<file path="config.mk">
export PLATFORM = sky130hd
export DESIGN_NAME = scheduled_priority_queue_core_flat
export DESIGN_NICKNAME = d
export VERILOG_FILES = /design/src/rtl/core/spq_pkg.sv /design/src/rtl/core/spq_req_if.sv /design/src/rtl/core/spq_rsp_if.sv /design/src/rtl/core/spq_entry_ram.sv /design/src/rtl/core/spq_time_cmp.sv /design/src/rtl/core/scheduled_priority_queue_core.sv /design/src/flat_wrapper.sv
export VERILOG_INCLUDE_DIRS = /design/src /design/src/rtl/core
export SDC_FILE = /design/constraint.sdc
export NUM_CORES = 2
export LEC_CHECK = 0
export BUFFER_PORTS_ARGS = -buffer_cell sky130_fd_sc_hd__buf_2
export CAP_MARGIN = 40
export CORE_MARGIN = 5
export CORE_UTILIZATION = 41
export DETAILED_ROUTE_END_ITERATION = 7
export PLACE_DENSITY_LB_ADDON = 0.25
export SYNTH_ARGS = -nofsm -noshare
export SYNTH_HDL_FRONTEND = slang
export SYNTH_SLANG_ARGS = --single-unit
</file>
<file path="constraint.sdc">
create_clock -name clk -period 10 [get_ports clk]
set_input_delay 1.5 -clock clk [delete_from_list [all_inputs] [get_ports clk]]
set_output_delay 1.5 -clock clk [all_outputs]
set_load 0.02 [all_outputs]
</file>
<file path="src/rtl/core/scheduled_priority_queue_core_defines.svh">
// ----------------------------------------------------------------------------
// scheduled priority queue assertion macros
// shared property forms for the queue core checks
// ----------------------------------------------------------------------------
`ifndef SCHEDULED_PRIORITY_QUEUE_CORE_DEFINES_SVH
`define SCHEDULED_PRIORITY_QUEUE_CORE_DEFINES_SVH

// consequent must hold in the same cycle as the antecedent
`define SPQ_ASSERT_SAME(label, ante, cons) \
    label: assert property (@(posedge clk) disable iff (!rst_n) (ante) |-> (cons)) \
        else $error("spq check failed");

// consequent must hold in the cycle after the antecedent
`define SPQ_ASSERT_NEXT(label, ante, cons) \
    label: assert property (@(posedge clk) disable iff (!rst_n) (ante) |=> (cons)) \
        else $error("spq check failed");

`endif

</file>
<file path="src/rtl/core/spq_pkg.sv">
// ----------------------------------------------------------------------------
// spq_pkg
// types and constants of the scheduled priority queue core
// ----------------------------------------------------------------------------
package spq_pkg;

    localparam int QUEUE_DEPTH = 16;
    localparam int HANDLE_BITS = 8;
    localparam int IDX_W       = $clog2(QUEUE_DEPTH);
    localparam int FILL_W      = $clog2(QUEUE_DEPTH + 1);
    localparam int TIME_W      = 32;
    localparam int PRI_W       = 8;

    localparam logic [TIME_W-1:0] ALL_ONES_TIME = 32'hFFFF_FFFF;
    localparam logic [PRI_W-1:0]  NO_PRIORITY   = 8'hFF;

    typedef logic [IDX_W-1:0]  idx_t;
    typedef logic [FILL_W-1:0] fill_t;
    typedef logic [TIME_W-1:0] time_t;

    typedef enum logic [2:0] {
        OP_ADD    = 3'd0,
        OP_TAKE   = 3'd1,
        OP_PEEK   = 3'd2,
        OP_COUNT  = 3'd3,
        OP_NEXT   = 3'd4,
        OP_REMOVE = 3'd5
    } op_t;

    typedef enum logic [1:0] {
        SCAN_PICK    = 2'd0,
        SCAN_COUNT   = 2'd1,
        SCAN_REBUILD = 2'd2
    } scan_mode_t;

    typedef struct packed {
        logic [HANDLE_BITS-1:0] handle;
        logic [PRI_W-1:0]       pri;
        time_t                  due;
    } entry_t;

    typedef struct packed {
        logic due;
        logic earlier;
    } cmp_flags_t;

endpackage

</file>
<file path="src/rtl/core/spq_req_if.sv">
// ----------------------------------------------------------------------------
// spq_req_if
// request channel of the queue core: operation and its arguments
// ----------------------------------------------------------------------------
interface spq_req_if;

    logic        valid;
    logic        ready;
    logic [2:0]  operation;
    logic [7:0]  handle;
    logic [7:0]  priority_req;
    logic [31:0] time_req;
    logic [3:0]  index;

    modport source (
        output valid,
        output operation,
        output handle,
        output priority_req,
        output time_req,
        output index,
        input  ready
    );

    modport sink (
        input  valid,
        input  operation,
        input  handle,
        input  priority_req,
        input  time_req,
        input  index,
        output ready
    );

endinterface

</file>
<file path="src/rtl/core/spq_rsp_if.sv">
// ----------------------------------------------------------------------------
// spq_rsp_if
// response channel of the queue core: one result per request
// ----------------------------------------------------------------------------
interface spq_rsp_if;

    logic        valid;
    logic        ready;
    logic        ok;
    logic [7:0]  handle_out;
    logic [4:0]  count;
    logic [31:0] time_out;

    modport source (
        output valid,
        output ok,
        output handle_out,
        output count,
        output time_out,
        input  ready
    );

    modport sink (
        input  valid,
        input  ok,
        input  handle_out,
        input  count,
        input  time_out,
        output ready
    );

endinterface

</file>
<file path="src/rtl/core/spq_entry_ram.sv">
// ----------------------------------------------------------------------------
// spq_entry_ram
// entry table: one write port, one read port with registered read data
// ----------------------------------------------------------------------------
module spq_entry_ram (
    input  logic            clk,
    input  logic            we,
    input  spq_pkg::idx_t   waddr,
    input  spq_pkg::entry_t wdata,
    input  spq_pkg::idx_t   raddr,
    output spq_pkg::entry_t rdata
);

    spq_pkg::entry_t mem [spq_pkg::QUEUE_DEPTH];

    always_ff @(posedge clk)
    begin
        if (we)
        begin
            mem[waddr] <= wdata;
        end
        rdata <= mem[raddr];
    end

endmodule

</file>
<file path="src/rtl/core/spq_time_cmp.sv">
// ----------------------------------------------------------------------------
// spq_time_cmp
// shared wrap-aware time comparator: one subtract, sign and zero flags
// ----------------------------------------------------------------------------
module spq_time_cmp (
    input  spq_pkg::time_t     a,
    input  spq_pkg::time_t     b,
    output spq_pkg::cmp_flags_t flags
);

    spq_pkg::time_t diff;

    assign diff = a - b;

    // a is behind b when the difference is negative; due includes equality
    assign flags.earlier = diff[spq_pkg::TIME_W-1];
    assign flags.due     = diff[spq_pkg::TIME_W-1] || (diff == '0);

endmodule

</file>
<file path="src/rtl/core/scheduled_priority_queue_core.sv">
// add, next time, count of all and unused codes: the result comes straight from the execute state
// take, peek and count scan: one table read per cycle over the filled part of the table
// take and remove add a shift pass that moves the slots above the removed one down, remove
// one slot read, and a rebuild scan when the earliest due entry leaves
// one request at a time; a held result stalls the report state until it is taken
// reset clears fill and earliest due; the entry table is not cleared and needs no pass
// ----------------------------------------------------------------------------
// scheduled_priority_queue_core
// time-scheduled priority queue: a sequencer walks the entry table through
// one ram read port and one shared time comparator
// ----------------------------------------------------------------------------
`include "scheduled_priority_queue_core_defines.svh"

module scheduled_priority_queue_core (
    input  logic       clk,
    input  logic       rst_n,
    spq_req_if.sink    req,
    spq_rsp_if.source  rsp
);

    typedef enum logic [5:0] {
        ST_IDLE   = 6'b000001,
        ST_EXEC   = 6'b000010,
        ST_SCAN   = 6'b000100,
        ST_RDSLOT = 6'b001000,
        ST_SHIFT  = 6'b010000,
        ST_REPORT = 6'b100000
    } state_t;

    state_t state_reg, state_next;

    logic [2:0]                      op_reg, op_next;
    logic [spq_pkg::HANDLE_BITS-1:0] handle_reg, handle_next;
    logic [spq_pkg::PRI_W-1:0]       pri_reg, pri_next;
    spq_pkg::time_t                  time_reg, time_next;
    logic [3:0]                      idx_reg, idx_next;

    spq_pkg::fill_t      fill_reg, fill_next;
    spq_pkg::time_t      earliest_reg, earliest_next;
    spq_pkg::fill_t      issue_ptr_reg, issue_ptr_next;
    logic                pend_valid_reg, pend_valid_next;
    spq_pkg::idx_t       pend_ptr_reg, pend_ptr_next;
    spq_pkg::scan_mode_t mode_reg, mode_next;

    logic [spq_pkg::PRI_W-1:0] best_pri_reg, best_pri_next;
    spq_pkg::idx_t             best_idx_reg, best_idx_next;
    spq_pkg::time_t            gone_due_reg, gone_due_next;

    logic                            res_ok_reg, res_ok_next;
    logic [spq_pkg::HANDLE_BITS-1:0] res_handle_reg, res_handle_next;
    spq_pkg::fill_t                  res_count_reg, res_count_next;
    spq_pkg::time_t                  res_time_reg, res_time_next;

    logic           rsp_valid_reg, rsp_valid_next;
    logic           rsp_ok_reg, rsp_ok_next;
    logic [7:0]     rsp_handle_reg, rsp_handle_next;
    logic [4:0]     rsp_count_reg, rsp_count_next;
    spq_pkg::time_t rsp_time_reg, rsp_time_next;

    logic                ram_we;
    spq_pkg::idx_t       ram_waddr;
    spq_pkg::entry_t     ram_wdata;
    spq_pkg::idx_t       ram_raddr;
    spq_pkg::entry_t     ram_rdata;
    spq_pkg::time_t      cmp_a;
    spq_pkg::time_t      cmp_b;
    spq_pkg::cmp_flags_t cmp_flags;
    logic                issue_more;

    spq_entry_ram u_ram (
        .clk   (clk),
        .we    (ram_we),
        .waddr (ram_waddr),
        .wdata (ram_wdata),
        .raddr (ram_raddr),
        .rdata (ram_rdata)
    );

    spq_time_cmp u_cmp (
        .a     (cmp_a),
        .b     (cmp_b),
        .flags (cmp_flags)
    );

    assign req.ready = (state_reg == ST_IDLE);

    assign rsp.valid      = rsp_valid_reg;
    assign rsp.ok         = rsp_ok_reg;
    assign rsp.handle_out = rsp_handle_reg;
    assign rsp.count      = rsp_count_reg;
    assign rsp.time_out   = rsp_time_reg;

    assign issue_more = (issue_ptr_reg < fill_reg);

    // comparator operand selection
    always_comb
    begin
        if (state_reg == ST_EXEC)
        begin
            cmp_a = (op_reg == spq_pkg::OP_ADD) ? time_reg : earliest_reg;
        end
        else
        begin
            cmp_a = ram_rdata.due;
        end
        if (((state_reg == ST_EXEC) && (op_reg == spq_pkg::OP_ADD)) ||
            ((state_reg == ST_SCAN) && (mode_reg == spq_pkg::SCAN_REBUILD)))
        begin
            cmp_b = earliest_reg;
        end
        else
        begin
            cmp_b = time_reg;
        end
    end

    always_comb
    begin
        state_next      = state_reg;
        op_next         = op_reg;
        handle_next     = handle_reg;
        pri_next        = pri_reg;
        time_next       = time_reg;
        idx_next        = idx_reg;
        fill_next       = fill_reg;
        earliest_next   = earliest_reg;
        issue_ptr_next  = issue_ptr_reg;
        pend_valid_next = 1'b0;
        pend_ptr_next   = pend_ptr_reg;
        mode_next       = mode_reg;
        best_pri_next   = best_pri_reg;
        best_idx_next   = best_idx_reg;
        gone_due_next   = gone_due_reg;
        res_ok_next     = res_ok_reg;
        res_handle_next = res_handle_reg;
        res_count_next  = res_count_reg;
        res_time_next   = res_time_reg;
        rsp_valid_next  = rsp_valid_reg && !rsp.ready;
        rsp_ok_next     = rsp_ok_reg;
        rsp_handle_next = rsp_handle_reg;
        rsp_count_next  = rsp_count_reg;
        rsp_time_next   = rsp_time_reg;
        ram_we          = 1'b0;
        ram_waddr       = pend_ptr_reg - spq_pkg::idx_t'(1);
        ram_wdata       = ram_rdata;
        ram_raddr       = issue_ptr_reg[spq_pkg::IDX_W-1:0];

        case (state_reg)
            ST_IDLE:
            begin
                if (req.valid)
                begin
                    op_next     = req.operation;
                    handle_next = req.handle[spq_pkg::HANDLE_BITS-1:0];
                    pri_next    = req.priority_req;
                    time_next   = req.time_req;
                    idx_next    = req.index;
                    state_next  = ST_EXEC;
                end
            end

            ST_EXEC:
            begin
                res_ok_next     = 1'b0;
                res_handle_next = '0;
                res_count_next  = '0;
                res_time_next   = '0;
                state_next      = ST_REPORT;
                case (op_reg)
                    spq_pkg::OP_ADD:
                    begin
                        if (fill_reg < spq_pkg::fill_t'(spq_pkg::QUEUE_DEPTH))
                        begin
                            ram_we           = 1'b1;
                            ram_waddr        = fill_reg[spq_pkg::IDX_W-1:0];
                            ram_wdata.handle = handle_reg;
                            ram_wdata.pri    = pri_reg;
                            ram_wdata.due    = time_reg;
                            if ((fill_reg == '0) || cmp_flags.earlier)
                            begin
                                earliest_next = time_reg;
                            end
                            fill_next   = fill_reg + spq_pkg::fill_t'(1);
                            res_ok_next = 1'b1;
                        end
                    end
                    spq_pkg::OP_TAKE, spq_pkg::OP_PEEK:
                    begin
                        best_pri_next  = spq_pkg::NO_PRIORITY;
                        issue_ptr_next = '0;
                        mode_next      = spq_pkg::SCAN_PICK;
                        state_next     = ST_SCAN;
                    end
                    spq_pkg::OP_COUNT:
                    begin
                        if (time_reg == spq_pkg::ALL_ONES_TIME)
                        begin
                            res_count_next = fill_reg;
                            res_ok_next    = 1'b1;
                        end
                        else
                        begin
                            issue_ptr_next = '0;
                            mode_next      = spq_pkg::SCAN_COUNT;
                            state_next     = ST_SCAN;
                        end
                    end
                    spq_pkg::OP_NEXT:
                    begin
                        if (fill_reg != '0)
                        begin
                            res_ok_next   = 1'b1;
                            res_time_next = cmp_flags.due ? time_reg : earliest_reg;
                        end
                    end
                    spq_pkg::OP_REMOVE:
                    begin
                        if (spq_pkg::fill_t'(idx_reg) < fill_reg)
                        begin
                            ram_raddr  = idx_reg[spq_pkg::IDX_W-1:0];
                            state_next = ST_RDSLOT;
                        end
                    end
                    default:
                    begin
                        state_next = ST_REPORT;
                    end
                endcase
            end

            ST_SCAN:
            begin
                if (issue_more)
                begin
                    issue_ptr_next  = issue_ptr_reg + spq_pkg::fill_t'(1);
                    pend_valid_next = 1'b1;
                    pend_ptr_next   = issue_ptr_reg[spq_pkg::IDX_W-1:0];
                end
                if (pend_valid_reg)
                begin
                    case (mode_reg)
                        spq_pkg::SCAN_PICK:
                        begin
                            if (cmp_flags.due && (ram_rdata.pri < best_pri_reg))
                            begin
                                best_pri_next   = ram_rdata.pri;
                                best_idx_next   = pend_ptr_reg;
                                res_handle_next = ram_rdata.handle;
                                gone_due_next   = ram_rdata.due;
                            end
                        end
                        spq_pkg::SCAN_COUNT:
                        begin
                            if (cmp_flags.due)
                            begin
                                res_count_next = res_count_reg + spq_pkg::fill_t'(1);
                            end
                        end
                        spq_pkg::SCAN_REBUILD:
                        begin
                            if ((pend_ptr_reg == '0) || cmp_flags.earlier)
                            begin
                                earliest_next = ram_rdata.due;
                            end
                        end
                        default:
                        begin
                            earliest_next = earliest_reg;
                        end
                    endcase
                end
                else if (!issue_more)
                begin
                    state_next = ST_REPORT;
                    case (mode_reg)
                        spq_pkg::SCAN_PICK:
                        begin
                            if (best_pri_reg != spq_pkg::NO_PRIORITY)
                            begin
                                res_ok_next = 1'b1;
                                if (op_reg == spq_pkg::OP_TAKE)
                                begin
                                    issue_ptr_next = spq_pkg::fill_t'(best_idx_reg)
                                                     + spq_pkg::fill_t'(1);
                                    state_next     = ST_SHIFT;
                                end
                            end
                        end
                        spq_pkg::SCAN_COUNT:
                        begin
                            res_ok_next = 1'b1;
                        end
                        default:
                        begin
                            res_ok_next = res_ok_reg;
                        end
                    endcase
                end
            end

            ST_RDSLOT:
            begin
                res_handle_next = ram_rdata.handle;
                gone_due_next   = ram_rdata.due;
                res_ok_next     = 1'b1;
                issue_ptr_next  = spq_pkg::fill_t'(idx_reg) + spq_pkg::fill_t'(1);
                state_next      = ST_SHIFT;
            end

            ST_SHIFT:
            begin
                // read slot k+1 and write it back one slot down
                if (issue_more)
                begin
                    issue_ptr_next  = issue_ptr_reg + spq_pkg::fill_t'(1);
                    pend_valid_next = 1'b1;
                    pend_ptr_next   = issue_ptr_reg[spq_pkg::IDX_W-1:0];
                end
                if (pend_valid_reg)
                begin
                    ram_we = 1'b1;
                end
                else if (!issue_more)
                begin
                    fill_next  = fill_reg - spq_pkg::fill_t'(1);
                    state_next = ST_REPORT;
                    if (fill_reg == spq_pkg::fill_t'(1))
                    begin
                        earliest_next = '0;
                    end
                    else if (gone_due_reg == earliest_reg)
                    begin
                        issue_ptr_next = '0;
                        mode_next      = spq_pkg::SCAN_REBUILD;
                        state_next     = ST_SCAN;
                    end
                end
            end

            ST_REPORT:
            begin
                if (!rsp_valid_reg || rsp.ready)
                begin
                    rsp_valid_next  = 1'b1;
                    rsp_ok_next     = res_ok_reg;
                    rsp_handle_next = 8'(res_handle_reg);
                    rsp_count_next  = 5'(res_count_reg);
                    rsp_time_next   = res_time_reg;
                    state_next      = ST_IDLE;
                end
            end

            default:
            begin
                state_next = ST_IDLE;
            end
        endcase
    end

    always_ff @(posedge clk or negedge rst_n)
    begin
        if (!rst_n)
        begin
            state_reg      <= ST_IDLE;
            fill_reg       <= '0;
            earliest_reg   <= '0;
            pend_valid_reg <= 1'b0;
            rsp_valid_reg  <= 1'b0;
        end
        else
        begin
            state_reg      <= state_next;
            fill_reg       <= fill_next;
            earliest_reg   <= earliest_next;
            pend_valid_reg <= pend_valid_next;
            rsp_valid_reg  <= rsp_valid_next;
        end
    end

    always_ff @(posedge clk)
    begin
        op_reg         <= op_next;
        handle_reg     <= handle_next;
        pri_reg        <= pri_next;
        time_reg       <= time_next;
        idx_reg        <= idx_next;
        issue_ptr_reg  <= issue_ptr_next;
        pend_ptr_reg   <= pend_ptr_next;
        mode_reg       <= mode_next;
        best_pri_reg   <= best_pri_next;
        best_idx_reg   <= best_idx_next;
        gone_due_reg   <= gone_due_next;
        res_ok_reg     <= res_ok_next;
        res_handle_reg <= res_handle_next;
        res_count_reg  <= res_count_next;
        res_time_reg   <= res_time_next;
        rsp_ok_reg     <= rsp_ok_next;
        rsp_handle_reg <= rsp_handle_next;
        rsp_count_reg  <= rsp_count_next;
        rsp_time_reg   <= rsp_time_next;
    end

    // table never grows past its depth
    `SPQ_ASSERT_SAME(a_fill_bound, 1'b1, fill_reg <= spq_pkg::fill_t'(spq_pkg::QUEUE_DEPTH))

    // a request transfer always starts execution in the next cycle
    `SPQ_ASSERT_NEXT(a_req_to_exec, req.valid && req.ready, state_reg == ST_EXEC)

    // table size only moves while a request is being worked on
    `SPQ_ASSERT_NEXT(a_fill_idle, state_reg == ST_IDLE, fill_reg == $past(fill_reg))

    // shift writes stay inside the occupied part of the table
    `SPQ_ASSERT_SAME(a_shift_in_range, ram_we && (state_reg == ST_SHIFT),
                     spq_pkg::fill_t'(ram_waddr) < fill_reg)

endmodule
</file>
<file path="src/flat_wrapper.sv">
// flat-port wrapper written by rule: the top's interface ports become plain ports
module scheduled_priority_queue_core_flat 
  (clk, rst_n, req_valid, req_operation, req_handle, req_priority_req, req_time_req, req_index, req_ready, rsp_valid, rsp_ok, rsp_handle_out, rsp_count, rsp_time_out, rsp_ready);
  spq_req_if req_i ();
  spq_rsp_if rsp_i ();
  input  logic clk;
  input  logic rst_n;
  input wire logic [$bits(req_i.valid)-1:0] req_valid;
  input wire logic [$bits(req_i.operation)-1:0] req_operation;
  input wire logic [$bits(req_i.handle)-1:0] req_handle;
  input wire logic [$bits(req_i.priority_req)-1:0] req_priority_req;
  input wire logic [$bits(req_i.time_req)-1:0] req_time_req;
  input wire logic [$bits(req_i.index)-1:0] req_index;
  output wire logic [$bits(req_i.ready)-1:0] req_ready;
  output wire logic [$bits(rsp_i.valid)-1:0] rsp_valid;
  output wire logic [$bits(rsp_i.ok)-1:0] rsp_ok;
  output wire logic [$bits(rsp_i.handle_out)-1:0] rsp_handle_out;
  output wire logic [$bits(rsp_i.count)-1:0] rsp_count;
  output wire logic [$bits(rsp_i.time_out)-1:0] rsp_time_out;
  input wire logic [$bits(rsp_i.ready)-1:0] rsp_ready;
  assign req_i.valid = req_valid;
  assign req_i.operation = req_operation;
  assign req_i.handle = req_handle;
  assign req_i.priority_req = req_priority_req;
  assign req_i.time_req = req_time_req;
  assign req_i.index = req_index;
  assign req_ready = req_i.ready;
  assign rsp_valid = rsp_i.valid;
  assign rsp_ok = rsp_i.ok;
  assign rsp_handle_out = rsp_i.handle_out;
  assign rsp_count = rsp_i.count;
  assign rsp_time_out = rsp_i.time_out;
  assign rsp_i.ready = rsp_ready;
  scheduled_priority_queue_core u_core (.clk(clk), .rst_n(rst_n), .req(req_i), .rsp(rsp_i));
endmodule
</file>
## Yosys cells after proc, flatten, opt, wreduce, memory -nomap -nowiden

Memory sizes are Yosys's and may differ from the RTL's. A register that Yosys moved wholly into a read port is not among the register bits.
Cells that the tools add are included.

- Flip-flop bits (word level): 247
- Bits in writable memories: 768
- Input port bits: 59
- Output and inout port bits: 48
- Word-level logic and storage cells: 218
- Memories kept: 1

- Add/sub/neg operators: 8
- $lt $le $gt $ge: 4
- Eq/ne operators: 41
- Multiplexer cells: 100
- Reductions and logical operators: 40

Memories:

| name | words | bits a word | read ports | clocked after memory_dff | write ports | line | text |
|---|---|---|---|---|---|---|---|
| u_core.u_ram.mem | 16 | 48 | 1 | 1 | 1 | spq_entry_ram.sv:14 | `spq_pkg::entry_t mem [spq_pkg::QUEUE_DEPTH];` |

Operators by type and width:

| operator | number |
|---|---|
| 32-bit 2-to-1 mux | 16 |
| 48-bit 2-to-1 mux | 3 |
| 5-bit 2-to-1 mux | 20 |
| 32-bit one-hot mux with 3 select lines | 1 |
| 6-bit 2-to-1 mux | 13 |
| 32-bit one-hot mux with 2 select lines | 1 |
| 8-bit 2-to-1 mux | 7 |
| 6-bit one-hot mux with 6 select lines | 1 |
| 32-bit == test | 1 |
| 32-bit == test, second input constant | 1 |
| 32-bit logical NOT | 1 |
| 32-bit subtractor | 1 |
| 2-bit != test, second input constant | 15 |
| 5-bit one-hot mux with 2 select lines | 3 |
| 4-bit 2-to-1 mux | 6 |
| 8-bit one-hot mux with 3 select lines | 1 |
| 5-bit one-hot mux with 4 select lines | 1 |
| 6-bit one-hot mux with 3 select lines | 1 |
| 8-bit one-hot mux with 2 select lines | 1 |
| 4-bit AND reduction | 4 |
| 5-bit by 1-bit adder with 5-bit output, second input constant | 3 |
| 5-bit AND reduction | 3 |
| 1-bit 2-to-1 mux | 14 |
| 3-bit != test, second input constant | 4 |
| 42 further kinds | 71 |

## Logic depth before layout (Yosys ltp)

- Depth after elaboration: 12
- Gate-level depth with buffers: 21
- Depth with buffers taken out: 18

## Hierarchy

A second synthesis with hierarchy kept.

- Cells, all modules: 2603
- Area, all modules: 44019.7 um^2

By module, submodules not included:

| module | instances | cells an instance | area each (um^2) | sequential area each (um^2) |
|---|---|---|---|---|
| spq_entry_ram | 1 | 1242 | 29691.0 | 24023.0 |
| scheduled_priority_queue_core | 1 | 1052 | 12309.3 | 7193.1 |
| spq_time_cmp | 1 | 309 | 2019.4 | 0.0 |

## Worst setup path before layout

Ideal clock, no wire load.

- Path kind: reg-to-reg
- Start point: reg u_core.state_reg[1]
- End point: reg u_core.gone_due_reg[0] (enable)
- Library setup time: 0.466 ns
- Arrival time: 7.123 ns
- Data required time: 9.534 ns
- Path slack: 2.411 ns
- Cell stages (with the launch flop): 19
- Path buffers: 2
- Clock period less this slack: 7.589 ns
- Cells stage by stage: dfrtp_1 -> or4_1 -> nor3b_2 -> nand3_1 -> o21ai_1 -> buf_1 -> mux2i_1 -> ha_1 -> clkbuf_8 -> a2111oi_4 -> o211ai_1 -> o211a_1 -> or4b_1 -> nand2_1 -> xnor2_1 -> or4_4 -> nor4_4 -> o21ai_1 -> o21ai_0

- Longest elaborated chain between the ends: 10
- Elaborated cells between the ends (all ways): 17
- Those cells by class: add/sub: 1; eq/ne: 6; mux: 2; reduce/logical: 8

RTL lines:

| item | line | text |
|---|---|---|
| start: declaration | scheduled_priority_queue_core.sv:30 | `state_t state_reg, state_next;` |
| start signal: assignment | scheduled_priority_queue_core.sv:372 | `state_reg <= state_next;` |
| 6-bit by 2-bit == test with 1-bit output / 6-bit by 3-bit == test with 1-bit output (equally long branches) | n/a |  |
| 1-bit logical AND (on tied branches) | scheduled_priority_queue_core.sv:106, scheduled_priority_queue_core.sv:107 |  |
| 1-bit logical OR | scheduled_priority_queue_core.sv:106 | `if (((state_reg == ST_EXEC) && (op_reg == spq_pkg::OP_ADD)) \|\|` |
| 32-bit 2-to-1 mux | scheduled_priority_queue_core.sv:106 |  |
| 32-bit subtractor | spq_time_cmp.sv:13 | `assign diff = a - b;` |
| 32-bit logical NOT | spq_time_cmp.sv:17 | `assign flags.due = diff[spq_pkg::TIME_W-1] \|\| (diff == '0);` |
| 1-bit logical OR | spq_time_cmp.sv:17 |  |
| 1-bit logical AND | scheduled_priority_queue_core.sv:244 | `if (cmp_flags.due && (ram_rdata.pri < best_pri_reg))` |
| 2-bit != test (no source line) | n/a |  |
| 4-bit AND reduction (no source line) (*) | n/a |  |
| end signal: assignment | scheduled_priority_queue_core.sv:392 | `gone_due_reg <= gone_due_next;` |
| end: declaration | scheduled_priority_queue_core.sv:47 | `spq_pkg::time_t gone_due_reg, gone_due_next;` |

Mark *: on every way between the ends. The rest lies on a longest branch, timed or not.
A chain may end at the register's enable or synchronous reset.

## Worst setup path after layout

- Start point: reg u_core.state_reg[3]
- End point: reg u_core.res_count_reg[1] (enable)

- Longest elaborated chain between the ends: 9
- Elaborated cells between the ends (all ways): 15
- Those cells by class: add/sub: 1; eq/ne: 5; mux: 2; reduce/logical: 7

RTL lines:

| item | line | text |
|---|---|---|
| 6-bit by 2-bit == test with 1-bit output / 6-bit by 3-bit == test with 1-bit output (equally long branches) | n/a |  |
| 1-bit logical AND (on tied branches) | scheduled_priority_queue_core.sv:106, scheduled_priority_queue_core.sv:107 |  |
| 1-bit logical OR | scheduled_priority_queue_core.sv:106 |  |
| 32-bit 2-to-1 mux | scheduled_priority_queue_core.sv:106 |  |
| 32-bit subtractor | spq_time_cmp.sv:13 |  |
| 32-bit logical NOT | spq_time_cmp.sv:17 |  |
| 1-bit logical OR | spq_time_cmp.sv:17 |  |
| 2-bit by 1-bit != test with 1-bit output (no source line) | n/a |  |
| 4-bit AND reduction (no source line) (*) | n/a |  |
| end signal: assignment | scheduled_priority_queue_core.sv:395 | `res_count_reg <= res_count_next;` |
| end: declaration | scheduled_priority_queue_core.sv:51 | `spq_pkg::fill_t res_count_reg, res_count_next;` |

Marked as above.

==> impl_results.md <==
- Status: complete, no violations
- WL/cell: ~27 um
- Clock slew at reported path FFs: roughly 60 ps
- Die area: 115000 um^2
- Post-synthesis mux area share: 13.1%
- Main combinational cell family by area after synthesis: multiplexers
- Post-CTS resize count: 0
- CTS Hold Bufs: 0
- Largest net degree at the start of global routing: 130
- Routed vias: around 26000
- Synth Area in Compound Gates: 6.81%
- YS warnings: 0
- Critical path peak fanout: 77
- HP Start: u_core.res_time_reg[6]
- Area Growth Syn to Fin: 14.6%
- Combinational share of power: about 23%
- Sw power: 3.97 mW
- Drt drc: 0
- CP Buf/Inv Count: 1
- Sequential element share of the synthesized area: 70.3%
- Slew Limit Fails: 0
- Hold Crit Class: reg -> reg
- Placement-stage cell area: 47200 um^2
- Sw Share: 30.8%
- GPL Wtd Cong: 0.854
- Die W: roughly 340 um
- Die Y: 339 um
- Met1 Use GR: about 28%
- CTS Sinks: approximately 1100
- Biggest register: u_core.u_ram.mem
- Internal power: 8.90 mW
- Post-CTS Setup Inserts: 0
- P_leak: 18.4 nW
- Max-Slew Margin vs Limit: between 20% and 30%
- Reg area: 31200 um^2
- Final Skew: around 37 ps
- Period Utilization, post-route: 68.6%
- Final ANT Viol Nets: 0
- Global-route wire length before repair: approximately 180 mm
- Crit path largest cell delay: 720 ps
- Skew-Pair Late Insertion Delay: 690 ps
- CTS buffer count: 107
- Ys async rst share: 4.23%
- Row cnt: 120
- Worst-Margin Slew: 1120 ps
- Core area: about 110000 um^2
- Fmax: 146 MHz
- Fill cells: 9010
- Share of cells above drive strength 1: 15.3%
- Final WL: ~120 mm
- Inserted Diodes: 0
- Post-synthesis cell type count: between 70 and 80
- Area share of and/or/nand/nor cells after synthesis: 5.07%
- Grt met3 use: 3.05%
- Vias in the first global route: roughly 26000
- Mapped Area: 44400 um^2
- Post-Syn Nets: 2952
- VDD IR max: 189 uV
- Longest Clk Path Bufs: 3
- Critical Path Source: u_core.state_reg[3]
- CTS tree: yes
- Setup TNS: 0 ps
- Tmin final: 6860 ps
- CP Cell Sequence: nor4_1 > nand3b_1 > buf_4 > o21ai_4 > mux2i_1 > ha_1 > a21oi_1 > o21ai_0 > a21oi_1 > a211oi_1 > or3b_2 > o2111ai_1 > or4_4 > nor4_4 > o21ai_1 > o21ai_0
- XOR/XNOR Fraction of Synth Area: 1.28%
- Post-route cell area: 50900 um^2
- H-tree depth: 3
- Max-Cap Viols: 0
- IO buf count: 106
- Reg-to-Reg Start: u_core.state_reg[3]
- Worst endpoint required time: between 10000 and 15000 ps
- Max FFs per register: around 770
- Multi-input gate area in the final layout: around 13000 um^2
- M2 GR Usage: 34.7%
- Final setup fails: 0
- Total track usage: between 20 and 25%
- Crit path DAT: 7150 ps
- Dpl hpwl: 74.9 mm
- First DRT Iteration DRCs: 2167
- First-pass DRT Iterations: 5
- Vias/cell: 5.72
- Synthesized flop and latch total: 1063
- Power per Cell Area: 253 nW/um^2
- CTS Root Cell: clkbuf_16
- Crit start category: flip-flop
- GR Overflow Total: 0
- Starting density of the core: 41.3%
- Busiest layer in global routing: met2
- Synth Area in Adders: 1.54%
- I/O pin cnt: ~110
- Predominant post-synthesis flop cell: edfxtp_1
- CP top delay family: compound AO/OA/AOI/OAI gates
- Seq pwr share: 45.9%
- Initial antenna violation count: 3
- Power share of the clock group: 31.5%
- Syn Area/Cell: 15.6 um^2
- Final Hold Vio Count: 0
- Final #Nets: between 3000 and 4000
- Critical path class: reg -> reg
- Synth Instances: 2839
- Largest regs: u_core.u_ram.mem x768, u_core.u_ram.rdata x48
- RSZ-0062 raised after global routing: no
- CP Capture Type: flip-flop
- Slowest cell on crit path: o21ai_0
- Post-synth EDFFs: a little under 1000
- Post-layout power: 12.9 mW
-- final cells by class --
type | instances | share of cell area (%)
sequential | 1063 | 61.4
clock buffer | 154 | 6.06
multi-input combinational | 1592 | 24.7
clock inverter | 48 | 1.05
inverter | 32 | 0.236
timing repair buffer | 180 | 3.08
tap | 1403 | 3.45
-- Yosys cell counts, types with 5 or more instances --
cell        n  share of area, %
o211ai_1    6              0.10
a21o_1     19              0.32
ha_1       53               1.5
nor4_1      8              0.11
xnor2_1    46              0.91
dfxtp_1    48               2.2
o31ai_1     6              0.10
nand3b_1   11              0.19
dfrtp_1    44               2.5
clkbuf_1   74              0.63
buf_2      59              0.67
nand2b_1   22              0.31
a31oi_1     7             0.099
inv_1      32              0.27
nand3_1    24              0.27
a22o_1     35              0.69
or3_1       6             0.085
o21ai_0    69              0.78
o21bai_1    7              0.12
xor2_1     19              0.37
nor2_1     67              0.57
nand4_1    31              0.44
mux2_2     80               2.0
edfxtp_1  970                66
o221ai_1    6              0.12
or4_1      51              0.86
buf_1      11             0.093
a21oi_1    56              0.63
o22ai_1   206               2.9
a21boi_0    5             0.085
nand2_1   161               1.4
mux2i_1   488                11
nor2b_1    14              0.20
o21a_1      8              0.14
a211oi_1    5             0.085
and2_1      6             0.085
nor3_1     11              0.12
-- power by group through the flow --
stage | clock (mW) | sequential (mW) | combinational (mW)
2_1_floorplan | 0 | 5.71 | 2.12
3_3_place_gp | 0 | 5.98 | 2.85
3_5_place_dp | 0 | 5.98 | 2.91
4_1_cts | 4.12 | 5.89 | 2.92
5_1_grt | 4.31 | 5.92 | 3.17
6_report | 4.05 | 5.90 | 2.92
-- routing by layer --
metal | share of wire (%) | wire, um | vias to the layer above
met2 | 49 | 58900 | 878
met5 | 0.024 | 29 | -
met3 | 5.9 | 7180 | 201
met4 | 2.5 | 3010 | 4
met1 | 43 | 52400 | 13000
li1 | - | - | 11400
-- placed cells by master, fill, tap and decap left out, drive strengths merged, types with 22 or more instances in the layout --
cell type    n
a21oi       56
a22o        35
buf        180
clkbuf     154
clkinv      34
dfrtp       44
dfxtp       48
edfxtp     970
ha          53
inv         35
mux2        83
mux2i      488
nand2      161
nand2b      22
nand3       24
nand4       31
nor2        67
o21ai       72
o22ai      206
or4         52
xnor2       46
-- worst reg2reg max path, cell delays in order, from the launching register on --
cell	delay, ps
dfrtp_1	460
nor4_1	450
nand3b_1	150
buf_4	340
o21ai_4	730
mux2i_1	170
ha_1	440
a21oi_1	130
o21ai_0	650
a21oi_1	190
a211oi_1	510
or3b_2	250
o2111ai_1	140
or4_4	570
nor4_4	300
o21ai_1	280
o21ai_0	720
-- logic make-up (layout without fill, tap and decap cells) --
group	after synthesis	count (layout)
AOI/OAI and AO/OA	466	466
xor gates and xnor gates	65	65
adders and majority gates	54	54
buffers and inverters	184	414
DFF	1063	1063
muxes	571	571
and+or+nand+nor	436	436
-- metrics by stage --
| stage | worst slack, ps | utilization (%) | hold slack [ps] | instances |
|---|---|---|---|---|
| floorplan | 2410 | - | 400 | 2839 |
| global placement | 2830 | 43.4 | 402 | 4241 |
| detailed placement | 3170 | 44.0 | 405 | 4270 |
| CTS | 3140 | 47.4 | 418 | 4472 |
| global route | 2720 | 47.4 | 425 | 4472 |
| finish | 3140 | 47.4 | 416 | 4472 |
-- worst paths after layout --
kind                                           end  slack (ps)  depth (start not counted)
max in group asynchronous      u_core.state_reg[4]        8580                          2
max                        u_core.res_count_reg[1]        3140                         16
min                         u_core.rsp.time_out[6]         420                          0
min reg2reg                 u_core.rsp.time_out[6]         420                          0
max reg2reg                u_core.res_count_reg[1]        3140                         16
min in group asynchronous  u_core.earliest_reg[19]         930                          2
(Power assumes the default switching activity.)
